`src/hw/rtl/slc_ram.sv`:
```
`timescale 1ns / 1ps
// ---------------------------------------------------------------------------
// Generic RAM
// One write port and one read port with registered read data.
// ---------------------------------------------------------------------------
module slc_ram #(
   parameter int WIDTH = 8,
   parameter int DEPTH = 64,
   localparam int ADDR_W = (DEPTH > 1) ? $clog2(DEPTH) : 1
) (
   input  logic              clock,
   input  logic              wr_en,
   input  logic [ADDR_W-1:0] wr_addr,
   input  logic [WIDTH-1:0]  wr_data,
   input  logic [ADDR_W-1:0] rd_addr,
   output logic [WIDTH-1:0]  rd_data
);

   logic [WIDTH-1:0] mem_ff [DEPTH];
   logic [WIDTH-1:0] rd_data_ff;

   always_ff @(posedge clock) begin
      if (wr_en) begin
         mem_ff[wr_addr] <= wr_data;
      end
      rd_data_ff <= mem_ff[rd_addr];
   end

   assign rd_data = rd_data_ff;

endmodule

```
`config.mk`:
```
export PLATFORM = sky130hd
export DESIGN_NAME = slc_ram
export DESIGN_NICKNAME = d
export VERILOG_FILES = /design/src/hw/rtl/slc_ram.sv
export SDC_FILE = /design/constraint.sdc
export NUM_CORES = 1
export LEC_CHECK = 0
export BUFFER_PORTS_ARGS = -buffer_cell sky130_fd_sc_hd__buf_2
export CAP_MARGIN = 20
export CORE_MARGIN = 1.5
export CORE_UTILIZATION = 45
export DETAILED_ROUTE_END_ITERATION = 10
export PLACE_DENSITY = 0.64
export REMOVE_ABC_BUFFERS = 1
export SLEW_MARGIN = 20
export SYNTH_ARGS = -nofsm -noshare
export SYNTH_HDL_FRONTEND = slang
export SYNTH_SLANG_ARGS = --single-unit
```
`constraint.sdc`:
```
create_clock -name clock -period 2.27 [get_ports clock]
set_clock_uncertainty 0.2 [all_clocks]
set_input_delay 0.227 -clock clock [delete_from_list [all_inputs] [get_ports clock]]
set_output_delay 0.227 -clock clock [all_outputs]
set_load 0.02 [all_outputs]
```
==> metrics.txt <==
status=finished, final reports clean; Final ANT Viol Nets=0; # H-tree levels=2; Fillers=3352; slew at the pin with the worst max-slew slack=0.694 ns; Core Util, Final=54.1%; worst endpoint required time=2.53 ns; width of the die=215 µm; Post-synth EDFFs=512; Pleak=7.81 nW; fmax=457 MHz; cts bufs inserted=52; Seq cells post-synth=520; placed insts=1663; worst setup margin=0.0823 ns; clock root buffer=clkbuf_16; Seq/Total Area, Yosys=77.0%; PD cells=856 mW/mm²; Slew headroom=53.7%; post-synth top area share=76.2%; asr flop ratio synth=0%; combinational power share=5.5%; first-pass GRT wire length=67800 µm; Mapped Cells=940; Final Non-Filler Cells=1768; Syn Area/Cell=21.5 µm²; Synth Flop Type=edfxtp_1; Longest Clk Path Bufs=3; endpoint class of the critical path=register; R2R cell count=6; Seq. cell area=0.0155 mm²; final hold violation count=0; largest family of logic cells by synthesized area=multiplexers; mean number of vias per cell=5.63; DR vias=9957; Tot Pwr=20.5 mW; multiplexer area fraction after synthesis=15.9%; Port Buffers=29; Rows=77; Core ar.=0.0442 mm²; hold-critical path depth=3; post-synthesis simple-gate area fraction=3.39%; post-synthesis cell type count=40; full die area=0.0461 mm²; WHS Endpoint=rd_data[5]; sequential fraction of design power=52.1%; largest cells by area after synthesis=edfxtp_1, mux4_2, nor2_1; Die Y=215 µm; Worst-path clk slew=0.06 ns; setup slack, reg-to-reg=0.08 ns; Post-Synth XOR/XNOR Area=0%; Overall Global Routing Usage=20.3%; CP Launch Type=register; Clk network pwr share=42.4%; CP Class=register to register; layout cells sized above 1=34.0%; DR iter-0 viols=909; Residual DRC=0; multi-input logic area=0.00432 mm²; Hold Crit Class=primary input to register; Post-Syn Area=0.0202 mm²; maximum fanout along the worst path=1; DRT Wirelength=45500 µm; Post-CTS Setup Repair Bufs=0; gr ovfl total=0; Layout Nets=1154; Clock Latency Late Sink=0.60 ns; clk sink count=520; largest net degree at the start of global routing=65; Synth Area in Compound Gates=2.07%; internal power=16.3 mW; area leader, netlist=edfxtp_1; fin crit period=2.19 ns; pre-CTS setup slack=-0.305 ns; CP arrival=2.45 ns; commonest non-fill, non-tap cell in the layout=edfxtp_1; sw frac=20.6%; RSZ-0062 raised after global routing=no; reg2reg end=rd_data[4]; WL/cell=25.8 µm; starting density of the core=45.6%; Max-Cap Viols=0; Inserted Diodes=0; io pins=30; most frequent cells in the layout=edfxtp_1, buf_4, mux4_2, nor2_1, clkbuf_16; Final period util=96.4%; Layout area overhead=18.6%; Slew Limit Fails=0; sw power=4.21 mW; peak supply drop=0.000604 V; vias in the first global route=10263; r2r startpoint=mem_ff[29][4]; TritonCTS clock tree=yes; min-delay src=rd_addr[2]; DR pass1 iterations=5; Ys Warns=0; Post-Synth Adder-Cell Area=0%; DP HPWL=28900 µm; final setup violation count=0; initial antenna violation count=2; setup TNS=0 ns; routability cong.=0.798
power by group through the flow:
stage | Sequential (mW) | Combinational (mW) | Clock, mW
2_1_floorplan | 10.9 | 0.412 | 0
3_3_place_gp | 10.9 | 1.12 | 0
3_5_place_dp | 10.9 | 1.13 | 0
4_1_cts | 10.7 | 1.14 | 8.83
5_1_grt | 10.7 | 1.21 | 9.19
6_report | 10.7 | 1.13 | 8.68
registers in the layout, summed over array words and instances, names as in the netlist:
signal / count
mem_ff: 512
rd_data: 8
cell usage after synthesis, types with 11 or more instances:
library cell / n
clkbuf_1: 17
buf_2: 11
nand3_1: 13
edfxtp_1: 512
mux2i_1: 23
nand2_1: 19
nor2_1: 83
nor2b_1: 14
buf_4: 13
mux4_2: 126
mux2_2: 13
final cells by class:
cell class,count,area share (%)
well taps,592,3.10
flip-flops and latches,520,64.9
multi-input cells,369,18.1
repair buffers,189,6.60
clock inverters,31,1.28
clock buffers,67,6.02
critical path: stages (launching register included):
cell and delay, ns:
edfxtp_1 0.37, mux4_2 0.48, mux2_2 0.27, o221a_2 0.30, nor3_2 0.18, buf_4 0.16
o32ai_1 0.09
cells by family (layout without fill, tap and decap cells):
kind of cell    Yosys count  after routing
simple gates            153            153
flops                   520            520
mux                     162            162
compound gates           54             54
buf+inv                  51            287
how the worst max path moves through the flow:
stage	startpoint	end	slack, ns	cells after the start
floorplan	mem_ff[29][4]	rd_data[4]	0.39	5
global placement	rd_addr[0]	rd_data[7]	-0.36	7
detailed placement	rd_addr[0]	rd_data[7]	-0.30	7
CTS	mem_ff[52][7]	rd_data[7]	0.09	4
global route	mem_ff[20][4]	rd_data[4]	0.05	6
finish	mem_ff[29][4]	rd_data[4]	0.08	6
timing repair:
action                                 CTS  global route
setup endpoints to repair                0             2
resized for setup                        0             2
endpoints found under the hold margin  216             0
hold buffers                             7             0
per-layer routing:
layer | up-vias | part of all wire, % | track usage [%]
li1 | 4309 | - | -
met1 | 5248 | 43 | 28.2
met2 | 312 | 48 | 31.9
met3 | 84 | 6.7 | 4.91
met4 | 4 | 2.7 | 6.36
met5 | - | 0.051 | 0
per-stage QoR:
stage	instance area (µm²)	hold WS [ns]
floorplan	19900	0.126
global placement	22100	0.369
detailed placement	22100	0.386
CTS	23900	0.0362
global route	23900	0.0461
finish	23900	0.0682
No activity file was read; power rests on OpenSTA's default activity.
